[src/hw/rtl/ffdx_pkg.sv]
// Shared types and constants of the frame deframer with XOR checksum.
// Used by ffdx_parser, ffdx_emitter and the top level; depends on nothing.
`timescale 1ns / 1ps
`default_nettype none

package ffdx_pkg;

    localparam int DATA_W          = 8;
    localparam int LEN_W           = 6;
    localparam int IDX_W           = 5;
    localparam int KIND_W          = 3;
    localparam int CFG_IDX_W       = 2;
    localparam int IN_TDATA_W      = 8;
    localparam int OUT_TDATA_W     = 32;
    localparam int MAX_PAYLOAD_DEF = 32;

    localparam logic [DATA_W-1:0] HEADER_RESET = 8'd170;
    localparam logic [DATA_W-1:0] TAIL_RESET   = 8'd85;
    localparam logic [LEN_W-1:0]  LIMIT_RESET  = 6'd32;

    typedef enum logic [CFG_IDX_W-1:0] {
        CFG_HEADER = 2'd0,
        CFG_TAIL   = 2'd1,
        CFG_LIMIT  = 2'd2
    } cfg_idx_t;

    typedef enum logic [KIND_W-1:0] {
        KIND_MSG        = 3'd0,
        KIND_BAD_HEADER = 3'd1,
        KIND_BAD_LENGTH = 3'd2,
        KIND_BAD_CHECK  = 3'd3,
        KIND_BAD_TAIL   = 3'd4
    } kind_t;

    typedef enum logic [2:0] {
        PH_HEADER  = 3'd0,
        PH_COMMAND = 3'd1,
        PH_LENGTH  = 3'd2,
        PH_PAYLOAD = 3'd3,
        PH_CHECK   = 3'd4,
        PH_TAIL    = 3'd5
    } phase_t;

    typedef enum logic [1:0] {
        EM_IDLE   = 2'd0,
        EM_SINGLE = 2'd1,
        EM_READ   = 2'd2,
        EM_WRITE  = 2'd3
    } em_state_t;

    typedef struct packed {
        logic              valid;
        kind_t             kind;
        logic [DATA_W-1:0] command;
        logic [LEN_W-1:0]  length;
        logic [DATA_W-1:0] value;
    } job_t;

endpackage

`default_nettype wire

[src/hw/rtl/ffdx_ram.sv]
// Generic single-port-write, single-port-read RAM with registered read data.
// Standalone; no package dependency.
`timescale 1ns / 1ps
`default_nettype none

module ffdx_ram #(
    parameter int WIDTH = 8,
    parameter int DEPTH = 32,
    localparam int AW = (DEPTH > 1) ? $clog2(DEPTH) : 1
) (
    input  wire logic             aclk,
    input  wire logic             we,
    input  wire logic [AW-1:0]    waddr,
    input  wire logic [WIDTH-1:0] wdata,
    input  wire logic             re,
    input  wire logic [AW-1:0]    raddr,
    output logic      [WIDTH-1:0] rdata
);

    logic [WIDTH-1:0] mem [DEPTH];

    always_ff @(posedge aclk) begin
        if (we) begin
            mem[waddr] <= wdata;
        end
        if (re) begin
            rdata <= mem[raddr];
        end
    end

endmodule

`default_nettype wire

[src/hw/rtl/ffdx_parser.sv]
// Frame parser: phase machine, running XOR, payload writes into the RAM.
// Issues one job per error or good tail to the emitter. Uses ffdx_pkg.
`timescale 1ns / 1ps
`default_nettype none

module ffdx_parser #(
    parameter int MAX_PAYLOAD = ffdx_pkg::MAX_PAYLOAD_DEF,
    localparam int AW = (MAX_PAYLOAD > 1) ? $clog2(MAX_PAYLOAD) : 1
) (
    input  wire logic                        aclk,
    input  wire logic                        aresetn,
    input  wire logic                        accept,
    input  wire logic [ffdx_pkg::DATA_W-1:0] in_byte,
    input  wire logic [ffdx_pkg::DATA_W-1:0] header_value,
    input  wire logic [ffdx_pkg::DATA_W-1:0] tail_value,
    input  wire logic [ffdx_pkg::LEN_W-1:0]  payload_limit,
    output ffdx_pkg::job_t                   job,
    output logic                             ram_we,
    output logic      [AW-1:0]               ram_waddr,
    output logic      [ffdx_pkg::DATA_W-1:0] ram_wdata
);
    import ffdx_pkg::*;

    localparam logic [DATA_W-1:0] MAX_P = DATA_W'(MAX_PAYLOAD);

    phase_t            phase_reg, phase_next;
    logic [DATA_W-1:0] cmd_reg, cmd_next;
    logic [LEN_W-1:0]  len_reg, len_next;
    logic [LEN_W-1:0]  fill_reg, fill_next;
    logic [DATA_W-1:0] xor_reg, xor_next;
    logic [DATA_W-1:0] limit;
    logic              len_bad;
    logic              fill_done;
    logic [LEN_W:0]    fill_inc;

    assign limit     = ({2'b00, payload_limit} > MAX_P) ? MAX_P : {2'b00, payload_limit};
    assign len_bad   = in_byte > limit;
    assign fill_inc  = {1'b0, fill_reg} + 1'b1;
    assign fill_done = fill_inc >= {1'b0, len_reg};

    always_comb begin
        phase_next = phase_reg;
        if (accept) begin
            case (phase_reg)
                PH_COMMAND: phase_next = PH_LENGTH;
                PH_LENGTH: begin
                    if (len_bad) begin
                        phase_next = PH_HEADER;
                    end else if (in_byte == '0) begin
                        phase_next = PH_CHECK;
                    end else begin
                        phase_next = PH_PAYLOAD;
                    end
                end
                PH_PAYLOAD: begin
                    if (fill_done) begin
                        phase_next = PH_CHECK;
                    end
                end
                PH_CHECK:   phase_next = (in_byte != xor_reg) ? PH_HEADER : PH_TAIL;
                PH_TAIL:    phase_next = PH_HEADER;
                default:    phase_next = (in_byte == header_value) ? PH_COMMAND : PH_HEADER;
            endcase
        end
    end

    always_comb begin
        job         = '0;
        job.kind    = KIND_MSG;
        job.value   = in_byte;
        ram_we      = 1'b0;
        ram_waddr   = fill_reg[AW-1:0];
        ram_wdata   = in_byte;
        if (accept) begin
            case (phase_reg)
                PH_COMMAND: ;
                PH_LENGTH: begin
                    if (len_bad) begin
                        job.valid = 1'b1;
                        job.kind  = KIND_BAD_LENGTH;
                    end
                end
                PH_PAYLOAD: ram_we = 1'b1;
                PH_CHECK: begin
                    if (in_byte != xor_reg) begin
                        job.valid = 1'b1;
                        job.kind  = KIND_BAD_CHECK;
                    end
                end
                PH_TAIL: begin
                    job.valid = 1'b1;
                    if (in_byte != tail_value) begin
                        job.kind = KIND_BAD_TAIL;
                    end else begin
                        job.kind    = KIND_MSG;
                        job.command = cmd_reg;
                        job.length  = len_reg;
                        job.value   = '0;
                    end
                end
                default: begin
                    if (in_byte != header_value) begin
                        job.valid = 1'b1;
                        job.kind  = KIND_BAD_HEADER;
                    end
                end
            endcase
        end
    end

    always_comb begin
        cmd_next  = cmd_reg;
        len_next  = len_reg;
        fill_next = fill_reg;
        xor_next  = xor_reg;
        if (accept) begin
            case (phase_reg)
                PH_COMMAND: begin
                    cmd_next = in_byte;
                    xor_next = in_byte;
                end
                PH_LENGTH: begin
                    xor_next = xor_reg ^ in_byte;
                    if (!len_bad) begin
                        len_next  = in_byte[LEN_W-1:0];
                        fill_next = '0;
                    end
                end
                PH_PAYLOAD: begin
                    fill_next = fill_inc[LEN_W-1:0];
                    xor_next  = xor_reg ^ in_byte;
                end
                default: ;
            endcase
        end
    end

    always_ff @(posedge aclk) begin
        if (!aresetn) begin
            phase_reg <= PH_HEADER;
            cmd_reg   <= '0;
            len_reg   <= '0;
            fill_reg  <= '0;
            xor_reg   <= '0;
        end else begin
            phase_reg <= phase_next;
            cmd_reg   <= cmd_next;
            len_reg   <= len_next;
            fill_reg  <= fill_next;
            xor_reg   <= xor_next;
        end
    end

endmodule

`default_nettype wire

[src/hw/rtl/ffdx_emitter.sv]
// Result emitter: latches a job, drains payload bytes from the RAM and
// drives the output register of the m_ channel. Uses ffdx_pkg.
`timescale 1ns / 1ps
`default_nettype none

module ffdx_emitter #(
    parameter int MAX_PAYLOAD = ffdx_pkg::MAX_PAYLOAD_DEF,
    localparam int AW = (MAX_PAYLOAD > 1) ? $clog2(MAX_PAYLOAD) : 1
) (
    input  wire logic                        aclk,
    input  wire logic                        aresetn,
    input  wire ffdx_pkg::job_t              job,
    output logic                             busy,
    output logic                             ram_re,
    output logic      [AW-1:0]               ram_raddr,
    input  wire logic [ffdx_pkg::DATA_W-1:0] ram_rdata,
    output logic                             out_valid,
    input  wire logic                        out_ready,
    output ffdx_pkg::kind_t                  out_kind,
    output logic      [ffdx_pkg::DATA_W-1:0] out_command,
    output logic      [ffdx_pkg::LEN_W-1:0]  out_length,
    output logic      [ffdx_pkg::IDX_W-1:0]  out_index,
    output logic      [ffdx_pkg::DATA_W-1:0] out_value,
    output logic                             out_last
);
    import ffdx_pkg::*;

    em_state_t        state_reg, state_next;
    job_t             job_reg;
    logic [LEN_W-1:0] idx_reg, idx_next;
    logic [LEN_W:0]   idx_inc;
    logic             last_byte;
    logic             out_free;
    logic             take_job;
    logic             load_single;
    logic             load_byte;
    logic             valid_reg, valid_next;

    assign out_free  = !valid_reg || out_ready;
    assign idx_inc   = {1'b0, idx_reg} + 1'b1;
    assign last_byte = idx_inc == {1'b0, job_reg.length};

    always_comb begin
        state_next = state_reg;
        case (state_reg)
            EM_IDLE: begin
                if (job.valid) begin
                    state_next = (job.kind == KIND_MSG && job.length != '0) ? EM_READ
                                                                           : EM_SINGLE;
                end
            end
            EM_SINGLE: begin
                if (out_free) begin
                    state_next = EM_IDLE;
                end
            end
            EM_READ: state_next = EM_WRITE;
            EM_WRITE: begin
                if (out_free) begin
                    state_next = last_byte ? EM_IDLE : EM_READ;
                end
            end
            default: state_next = EM_IDLE;
        endcase
    end

    always_comb begin
        busy        = state_reg != EM_IDLE;
        take_job    = (state_reg == EM_IDLE) && job.valid;
        ram_re      = state_reg == EM_READ;
        ram_raddr   = idx_reg[AW-1:0];
        load_single = (state_reg == EM_SINGLE) && out_free;
        load_byte   = (state_reg == EM_WRITE) && out_free;
    end

    always_comb begin
        idx_next = idx_reg;
        if (take_job) begin
            idx_next = '0;
        end else if (load_byte) begin
            idx_next = idx_inc[LEN_W-1:0];
        end
    end

    always_comb begin
        valid_next = valid_reg;
        if (load_single || load_byte) begin
            valid_next = 1'b1;
        end else if (out_ready) begin
            valid_next = 1'b0;
        end
    end

    always_ff @(posedge aclk) begin
        if (!aresetn) begin
            state_reg <= EM_IDLE;
            valid_reg <= 1'b0;
        end else begin
            state_reg <= state_next;
            valid_reg <= valid_next;
        end
    end

    always_ff @(posedge aclk) begin
        idx_reg <= idx_next;
        if (take_job) begin
            job_reg <= job;
        end
        if (load_single) begin
            out_kind    <= job_reg.kind;
            out_command <= job_reg.command;
            out_length  <= job_reg.length;
            out_index   <= '0;
            out_value   <= job_reg.value;
            out_last    <= 1'b1;
        end else if (load_byte) begin
            out_kind    <= KIND_MSG;
            out_command <= job_reg.command;
            out_length  <= job_reg.length;
            out_index   <= idx_reg[IDX_W-1:0];
            out_value   <= ram_rdata;
            out_last    <= last_byte;
        end
    end

    assign out_valid = valid_reg;

endmodule

`default_nettype wire

[src/hw/rtl/frame_deframer_xor_checksum_unit.sv]
// Top level of the frame deframer with XOR checksum: config registers,
// parser, payload RAM and result emitter. Uses ffdx_pkg, ffdx_ram,
// ffdx_parser and ffdx_emitter.
`timescale 1ns / 1ps
`default_nettype none

// Frame bytes (header, command, length, payload, checksum, tail) are taken one
// per cycle while the emitter is idle; payload bytes go into a RAM of
// MAX_PAYLOAD bytes. An error result (bad header, length, checksum or tail)
// or an empty message holds off input until the emitter has loaded it into
// the output register. A good tail drains the payload out of the RAM's
// single read port one byte at a time (read, then load into the output
// register), and input stays stopped until the last byte is loaded; each
// result word also waits for m_tready. The output register lets a new byte be
// accepted while the last result word of a run is still waiting.
module frame_deframer_xor_checksum_unit #(
    parameter int MAX_PAYLOAD = ffdx_pkg::MAX_PAYLOAD_DEF
) (
    input  wire logic                              aclk,
    input  wire logic                              aresetn,
    input  wire logic                              cfg_valid,
    output logic                                   cfg_ready,
    input  wire logic [ffdx_pkg::CFG_IDX_W-1:0]    cfg_index,
    input  wire logic [ffdx_pkg::DATA_W-1:0]       cfg_data,
    input  wire logic                              s_tvalid,
    output logic                                   s_tready,
    input  wire logic [ffdx_pkg::IN_TDATA_W-1:0]   s_tdata,   // [7:0] in_byte
    output logic                                   m_tvalid,
    input  wire logic                              m_tready,
    // [7:0] command, [13:8] msg_length, [18:14] byte_index, [26:19] value,
    // [31:27] zero
    output logic      [ffdx_pkg::OUT_TDATA_W-1:0]  m_tdata,
    output logic      [ffdx_pkg::KIND_W-1:0]       m_tuser,   // [2:0] kind
    output logic                                   m_tlast
);
    import ffdx_pkg::*;

    localparam int AW = (MAX_PAYLOAD > 1) ? $clog2(MAX_PAYLOAD) : 1;

    logic [DATA_W-1:0] header_reg;
    logic [DATA_W-1:0] tail_reg;
    logic [LEN_W-1:0]  limit_reg;
    logic              in_accept;
    logic              em_busy;
    job_t              job;
    logic              ram_we;
    logic [AW-1:0]     ram_waddr;
    logic [DATA_W-1:0] ram_wdata;
    logic              ram_re;
    logic [AW-1:0]     ram_raddr;
    logic [DATA_W-1:0] ram_rdata;
    kind_t             out_kind;
    logic [DATA_W-1:0] out_command;
    logic [LEN_W-1:0]  out_length;
    logic [IDX_W-1:0]  out_index;
    logic [DATA_W-1:0] out_value;

    assign cfg_ready = 1'b1;
    assign s_tready  = !em_busy;
    assign in_accept = s_tvalid && s_tready;

    always_ff @(posedge aclk) begin
        if (!aresetn) begin
            header_reg <= HEADER_RESET;
            tail_reg   <= TAIL_RESET;
            limit_reg  <= LIMIT_RESET;
        end else if (cfg_valid && cfg_ready) begin
            case (cfg_index)
                CFG_HEADER: header_reg <= cfg_data;
                CFG_TAIL:   tail_reg   <= cfg_data;
                CFG_LIMIT:  limit_reg  <= cfg_data[LEN_W-1:0];
                default: ;
            endcase
        end
    end

    ffdx_parser #(
        .MAX_PAYLOAD(MAX_PAYLOAD)
    ) u_parser (
        .aclk          (aclk),
        .aresetn       (aresetn),
        .accept        (in_accept),
        .in_byte       (s_tdata[DATA_W-1:0]),
        .header_value  (header_reg),
        .tail_value    (tail_reg),
        .payload_limit (limit_reg),
        .job           (job),
        .ram_we        (ram_we),
        .ram_waddr     (ram_waddr),
        .ram_wdata     (ram_wdata)
    );

    ffdx_ram #(
        .WIDTH(DATA_W),
        .DEPTH(MAX_PAYLOAD)
    ) u_payload_ram (
        .aclk  (aclk),
        .we    (ram_we),
        .waddr (ram_waddr),
        .wdata (ram_wdata),
        .re    (ram_re),
        .raddr (ram_raddr),
        .rdata (ram_rdata)
    );

    ffdx_emitter #(
        .MAX_PAYLOAD(MAX_PAYLOAD)
    ) u_emitter (
        .aclk        (aclk),
        .aresetn     (aresetn),
        .job         (job),
        .busy        (em_busy),
        .ram_re      (ram_re),
        .ram_raddr   (ram_raddr),
        .ram_rdata   (ram_rdata),
        .out_valid   (m_tvalid),
        .out_ready   (m_tready),
        .out_kind    (out_kind),
        .out_command (out_command),
        .out_length  (out_length),
        .out_index   (out_index),
        .out_value   (out_value),
        .out_last    (m_tlast)
    );

    assign m_tuser = out_kind;
    assign m_tdata = {{(OUT_TDATA_W - 2*DATA_W - LEN_W - IDX_W){1'b0}},
                      out_value, out_index, out_length, out_command};

    a_no_write_while_drain: assert property (@(posedge aclk) disable iff (!aresetn)
        em_busy |-> !ram_we)
        else $error("payload write while emitter busy");

    a_error_is_last: assert property (@(posedge aclk) disable iff (!aresetn)
        (m_tvalid && out_kind != KIND_MSG) |-> m_tlast)
        else $error("error result without last");

    a_job_only_when_idle: assert property (@(posedge aclk) disable iff (!aresetn)
        job.valid |-> !$past(em_busy) || !em_busy)
        else $error("job issued while emitter busy");

    a_busy_after_job: assert property (@(posedge aclk) disable iff (!aresetn)
        job.valid |=> em_busy && !s_tready)
        else $error("emitter did not take job");

endmodule

`default_nettype wire
[config.mk]
export PLATFORM = sky130hd
export DESIGN_NAME = frame_deframer_xor_checksum_unit
export DESIGN_NICKNAME = d
export VERILOG_FILES = /design/src/hw/rtl/ffdx_pkg.sv /design/src/hw/rtl/ffdx_ram.sv /design/src/hw/rtl/ffdx_parser.sv /design/src/hw/rtl/ffdx_emitter.sv /design/src/hw/rtl/frame_deframer_xor_checksum_unit.sv
export SDC_FILE = /design/constraint.sdc
export NUM_CORES = 1
export LEC_CHECK = 0
export BUFFER_PORTS_ARGS = -buffer_cell sky130_fd_sc_hd__buf_2
export CAP_MARGIN = 0
export CORE_ASPECT_RATIO = 0.6
export CORE_UTILIZATION = 50
export CTS_CLUSTER_DIAMETER = 60
export DETAILED_ROUTE_END_ITERATION = 7
export GPL_TIMING_DRIVEN = 1
export PLACE_DENSITY = 0.67
export SYNTH_ARGS = -nofsm -noshare
export SYNTH_HDL_FRONTEND = slang
export SYNTH_SLANG_ARGS = --single-unit
[constraint.sdc]
create_clock -name aclk -period 3.8 [get_ports aclk]
set_input_delay 0.19 -clock aclk [delete_from_list [all_inputs] [get_ports aclk]]
set_output_delay 0.19 -clock aclk [all_outputs]
set_load 0.01 [all_outputs]
# Word level (Yosys, flattened, before mapping)
# Memory sizes are Yosys's and may differ from the RTL's. A register that Yosys moved wholly into a read port is not among the register bits.
# Cells that the tools add are included.
# totals
ramBits,256
mem_count,1
word_cells,120
reg_bits,118
input_bits,23
# op_classes
eq_ne,20
addsub,2
muxes,38
n_lt_le_gt_ge,3
bitwise_logic,4
n_reduce_logical,31
# memory_table
name,words,word_bits,read_ports,rd_clocked_by_memory_dff,wr,line_no,text
u_payload_ram.mem,32,8,1,1,1,ffdx_ram.sv:20,logic [WIDTH-1:0] mem [DEPTH];
# op_table
op,n
$mux W22,2
$mux W8,4
$mux W26,1
$mux W6,4
$ne A8 B8 Y1,3
$mux W3,7
$pmux W4 S4,1
$pmux W8 S2,1
$pmux W3 S5,1
$add A6 B1 Y7 const B,2
$mux W4,3
$pmux W6 S2,1
$reduce_and A2 Y1,6
$mux W2,5
$reduce_bool A2 Y1,5
$reduce_and A3 Y1,3
$eq A8 B8 Y1,1
$gt A8 B8 Y1,1
$logic_not A8 Y1,1
$ne A2 B1 Y1 const B,4
$pmux W2 S4,1
$xor A8 B8 Y8,1
$eq A7 B6 Y1,1
$ge A7 B6 Y1,1
17 further kinds,38

# Longest topological paths before layout
# logic_depth
word_depth,11
ltp_mapped,10
depth_no_buf,9

# Cells and area by module
# From an unflattened synthesis, not the netlist that was laid out.
# unflattened
cells_unflattened,985
area_unflattened_um2,15994.1
# modules_own_cells
mod,cells_each,n_inst,area_per_inst_um2,seq_area_each_um2
ffdx_ram,417,1,10133.5,7927.6
ffdx_parser,308,1,2461.1,620.6
ffdx_emitter,157,1,2384.8,1801.7
frame_deframer_xor_checksum_unit,103,1,1014.7,440.4

# Worst setup path before layout
# OpenSTA, ideal clock, no wires.
# synth_timing
kind,register to register
startpoint,register limit_reg[5]
endpoint,"register u_emitter.job_reg[0] (netlist name), enable pin"
synth_period_minus_slack_ns,3.154
stages_incl_launch_ff,9
required_time_ns,3.373
n_path_buf,0
setup_slack_ns,0.646
arrival_ns,2.726
cell_sequence,dfxtp_1 -> inv_1 -> nand2_1 -> ha_1 -> nor2b_1 -> o211ai_1 -> a21oi_1 -> o211ai_1 -> a21oi_1
# synth_between
elab_chain_len,7
# synth_rtl
element,line_no,text
start: declaration,frame_deframer_xor_checksum_unit.sv:42,logic [LEN_W-1:0] limit_reg;
start signal: assignment,frame_deframer_xor_checksum_unit.sv:71,CFG_LIMIT: limit_reg <= cfg_data[LEN_W-1:0];
$gt A6 B6 Y1,ffdx_parser.sv:36,"assign limit = ({2'b00, payload_limit} > MAX_P) ? MAX_P : {2'b00, payload_limit};"
$mux W6 (*),ffdx_parser.sv:36,
$gt A8 B8 Y1 (*),ffdx_parser.sv:37,assign len_bad = in_byte > limit;
$mux W4 (*),ffdx_parser.sv:78,if (len_bad) begin
$pmux W4 S4 (*),ffdx_parser.sv:75,case (phase_reg)
$mux W26 (*),ffdx_parser.sv:74,if (accept) begin
$logic_and A1 B1 Y1 (*),ffdx_emitter.sv:69,take_job = (state_reg == EM_IDLE) && job.valid;
via u_emitter.take_job,ffdx_emitter.sv:34,logic take_job;
end signal: assignment,ffdx_emitter.sv:107,job_reg <= job;
end: declaration,ffdx_emitter.sv:29,job_t job_reg;
# Mark *: on every way through the listed nets, which the timed path passes. The rest lies on a longest branch.
# A chain may end at the register's enable or synchronous reset.

# Worst setup path after layout
# layout_timing
startpoint,register u_parser.fill_reg[0]
endpoint,register u_parser.phase_reg[1]
# layout_between
elab_chain_len,4
# layout_rtl
element,line_no,text
start: declaration,ffdx_parser.sv:29,"logic [LEN_W-1:0] fill_reg, fill_next;"
start signal: assignment,ffdx_parser.sv:149,fill_reg <= fill_next;
$add A6 B1 Y7,ffdx_parser.sv:38,"assign fill_inc = {1'b0, fill_reg} + 1'b1;"
$ge A7 B6 Y1,ffdx_parser.sv:39,"assign fill_done = fill_inc >= {1'b0, len_reg};"
$ne A2 B1 Y1 (no source line),--,
$reduce_and A2 Y1 (no source line),--,
end signal: assignment,ffdx_parser.sv:146,phase_reg <= phase_next;
end: declaration,ffdx_parser.sv:26,"phase_t phase_reg, phase_next;"
# Every way passes these cells.

==> flow_summary.ini <==
[pwr]
power_leakage_nw = 5.91
power.density_nw_per_um2 = 471
p_sw_share_pct = 21.0
seq_power_share_pct = 55.4
peakVddDrop_uv = 287
pwr-share-comb_pct = 4.1
switchingPower_mw = 1.76
p_int_mw = 6.62
p_clk_share_pct = 40.5

[die]
initial_utilization_pct = 51.5
io_pins = 62
dieArea_um2 = 31900
dieWidth_um = 230
coreArea_um2 = 30300
rows = 49
die_h_um = 139

[final_layout]
fin_area_um2 = 17800
layout-drive-gt1-share_pct = 22.4
fill_cells = 2230
utilization_pct = 58.7
largest_reg_flops = 256
multi_input_area_um2 = 4490
ff_latch_area_um2 = 10800
fin_nets = 1096
n_antenna_cell = 0
syn_to_final_growth_pct = 13.9

[synth]
synth-seq-area-share_pct = 69.2
syn_area_per_cell_um2 = 16.4
synthTopCellsByArea = edfxtp_1 60%, mux4_2 9.4%, dfxtp_1 8.7%, mux4_1 2.5%, nor2_1 2.1%
yosysUniqueCellTypes = 56
synthArstFlopShare_pct = 0
netlist_instances = 949
synth_ff_type = edfxtp_1
yosys-top-cells-count = 314 x edfxtp_1, 87 x nor2_1, 77 x nand2_1
syn_area_um2 = 15600
synth_edf_count = 314
yosysTopAreaCell = edfxtp_1
yosys_register_bits = 382
synthDominantCellAreaShare_pct = 60.5
yosysMostFrequentCell = edfxtp_1
ys_warn_count = 0

[clock_network]
insertion_delay_ns = 0.54
cts_tree = built
cts_made_buffers = 35
root_buffer = clkbuf_16
clkSinkCount = 382
htree_levels = 2
cts_setup_buffers = 0
clock_path_buffers = 3
ctsResizeCount = 0
cts.clk_slew.worst_paths_ns = 0.07

[routing]
drt_pass1_iterations = 5
ant_nets = 0
avgRoutedWirePerCell_um = 24.1
dr_total_vias = 8635
drt_wl_total_mm = 35.8
drc = 0
viasPerCell = 5.80
drt_iter0_markers = 1017

[worst_setup_path]
cp-start-kind = flop
worst-path-max-fanout = 6
critical_path.endpoint_type = flop
worst-path-buf-inv = 0
crit_cells = 9
cp.required_ns = 4.23
crit_arrival_ns = 3.18
critPathKind = reg2reg
worst_r2r_path_depth = 9
cp_slowest_cell = o31ai_1
critPathMaxStageDelay_ns = 0.47
crit_family = compound AO/OA/AOI/OAI gates
crit_chain = ha_1 -> nand3_1 -> xnor2_1 -> ha_1 -> a21o_1 -> a211o_1 -> o31ai_1 -> a21oi_1 -> a21oi_1

[sta]
slew_headroom_pct = 24.0
finalSetupViolCount = 0
period_needed_ns = 2.75
tightest_slew_ns = 1.11
finalCritPeriodShare_pct = 72.3
tns_ns = 0
rsz0062_at_grt = false
clock_skew_ns = 0.0293
final-max-slew-violation-count = 0
hold_viol_final = 0
fmax_mhz = 364

[global_routing]
grt_max_degree = 54
grt_pass1_wl_mm = 54.0
grt_pass1_vias = 8322
antenna_found_initial = 2
overflow = 0
grt_usage_pct = 23.1

[hold_path]
hold_path_class = in2reg
min_path_cells = 1

[run_status]
outcome = complete, no violations

[placed_design]
placed_cell_area_um2 = 16500
dp_hpwl_mm = 24.4
gp_congestion = 0.806
io_buffers = 55

[flow_run]
maxCapViolations = 0
[worst register-to-register path: stages (launching register included)]
cell and delay, ns:
dfxtp_1 0.43, ha_1 0.29, nand3_1 0.12, xnor2_1 0.27
ha_1 0.30, a21o_1 0.17, a211o_1 0.30, o31ai_1 0.47
a21oi_1 0.15, a21oi_1 0.15
[per-stage QoR]
stage                     instances  setup slack [ns]  total power [mW]  hold WS (ns)
final                          1489              1.05              8.38         0.106
after global placement         1412              1.01              5.06         0.411
after detailed placement       1412              1.01              5.06         0.407
after global routing           1489             0.781              8.64        0.0885
after floorplan                 953             0.646              4.91         0.289
after CTS                      1489              1.07              8.44        0.0799
[placed cells by master, fill, tap and decap left out, types with 3 or more instances in the layout]
master         instances
mux4_2                65
ha_1                  17
edfxtp_1             314
clkinv_2               4
mux4_1                15
buf_4                 49
buf_2                 55
o21ai_0               14
nor3_1                 9
nor2_1                87
mux2i_1               29
a211oi_1               3
xor2_1                13
nand3b_1               4
conb_1                 6
and2_1                14
clkbuf_1               9
dlygate4sd3_1         15
nand3_1               10
nand2_1               77
nor4_1                10
clkinv_1               7
nor2b_1               11
clkbuf_16             36
dfxtp_1               66
a21oi_1               25
mux2_2                16
inv_1                 15
nand4_1                8
xnor2_1               35
[logic make-up (layout without fill, tap and decap cells)]
kind of cell / Yosys count / in the layout / synth area share, %
and+or+nand+nor: 244 / 244 / 7.22
AOI/OAI and AO/OA: 61 / 61 / 2.35
xor gates and xnor gates: 48 / 48 / 2.70
buffers and inverters: 70 / 198 / 2.21
other: 2 / 6 / 0.0482
muxes: 125 / 125 / 14.9
adders and majority gates: 17 / 17 / 1.36
DFF: 382 / 382 / 69.2
[power groups by stage]
stage               Combinational, mW  Sequential (mW)  Clock (mW)
finish                          0.346             4.64        3.39
global route                    0.378             4.64        3.62
CTS                             0.347             4.64        3.45
detailed placement              0.334             4.73           0
global placement                0.330             4.73           0
floorplan                       0.174             4.73           0
[area by class of cell]
| cell class | instances | share of cell area, % |
|---|---|---|
| Clock buffer | 46 | 5.34 |
| Clock inverter | 16 | 0.782 |
| Inverter | 15 | 0.317 |
| Multi-Input combinational cell | 501 | 25.3 |
| Sequential cell | 382 | 60.7 |
| Tap cell | 408 | 2.87 |
| Timing Repair Buffer | 121 | 4.69 |
[routing by layer]
layer | global-route usage [%] | up-vias | share of wire [%] | routed length, um
li1 | - | 3829 | - | -
met1 | 38.8 | 4370 | 49 | 17600
met2 | 28.6 | 406 | 38 | 13700
met3 | 8.16 | 30 | 12 | 4200
met4 | 3.94 | 0 | 0.93 | 334
met5 | 0 | - | 0 | 0
[timing repair]
action | in CTS | in global routing
hold buffers | 15 | 0
endpoints found under the setup margin | 0 | 0
hold endpoints to repair | 23 | 0
[worst paths after layout]
kind | startpoint | endpoint | slack (ns)
setup / recovery | u_parser.fill_reg[0] | u_parser.phase_reg[1] | 1.05
hold / removal | s_tdata[3] | u_payload_ram.mem[14][3] | 0.11
setup reg to reg | u_parser.fill_reg[0] | u_parser.phase_reg[1] | 1.05
hold reg to reg | u_emitter.job_reg[16] | u_emitter.out_command[2] | 0.42
Power figures use the tool's default switching activity.
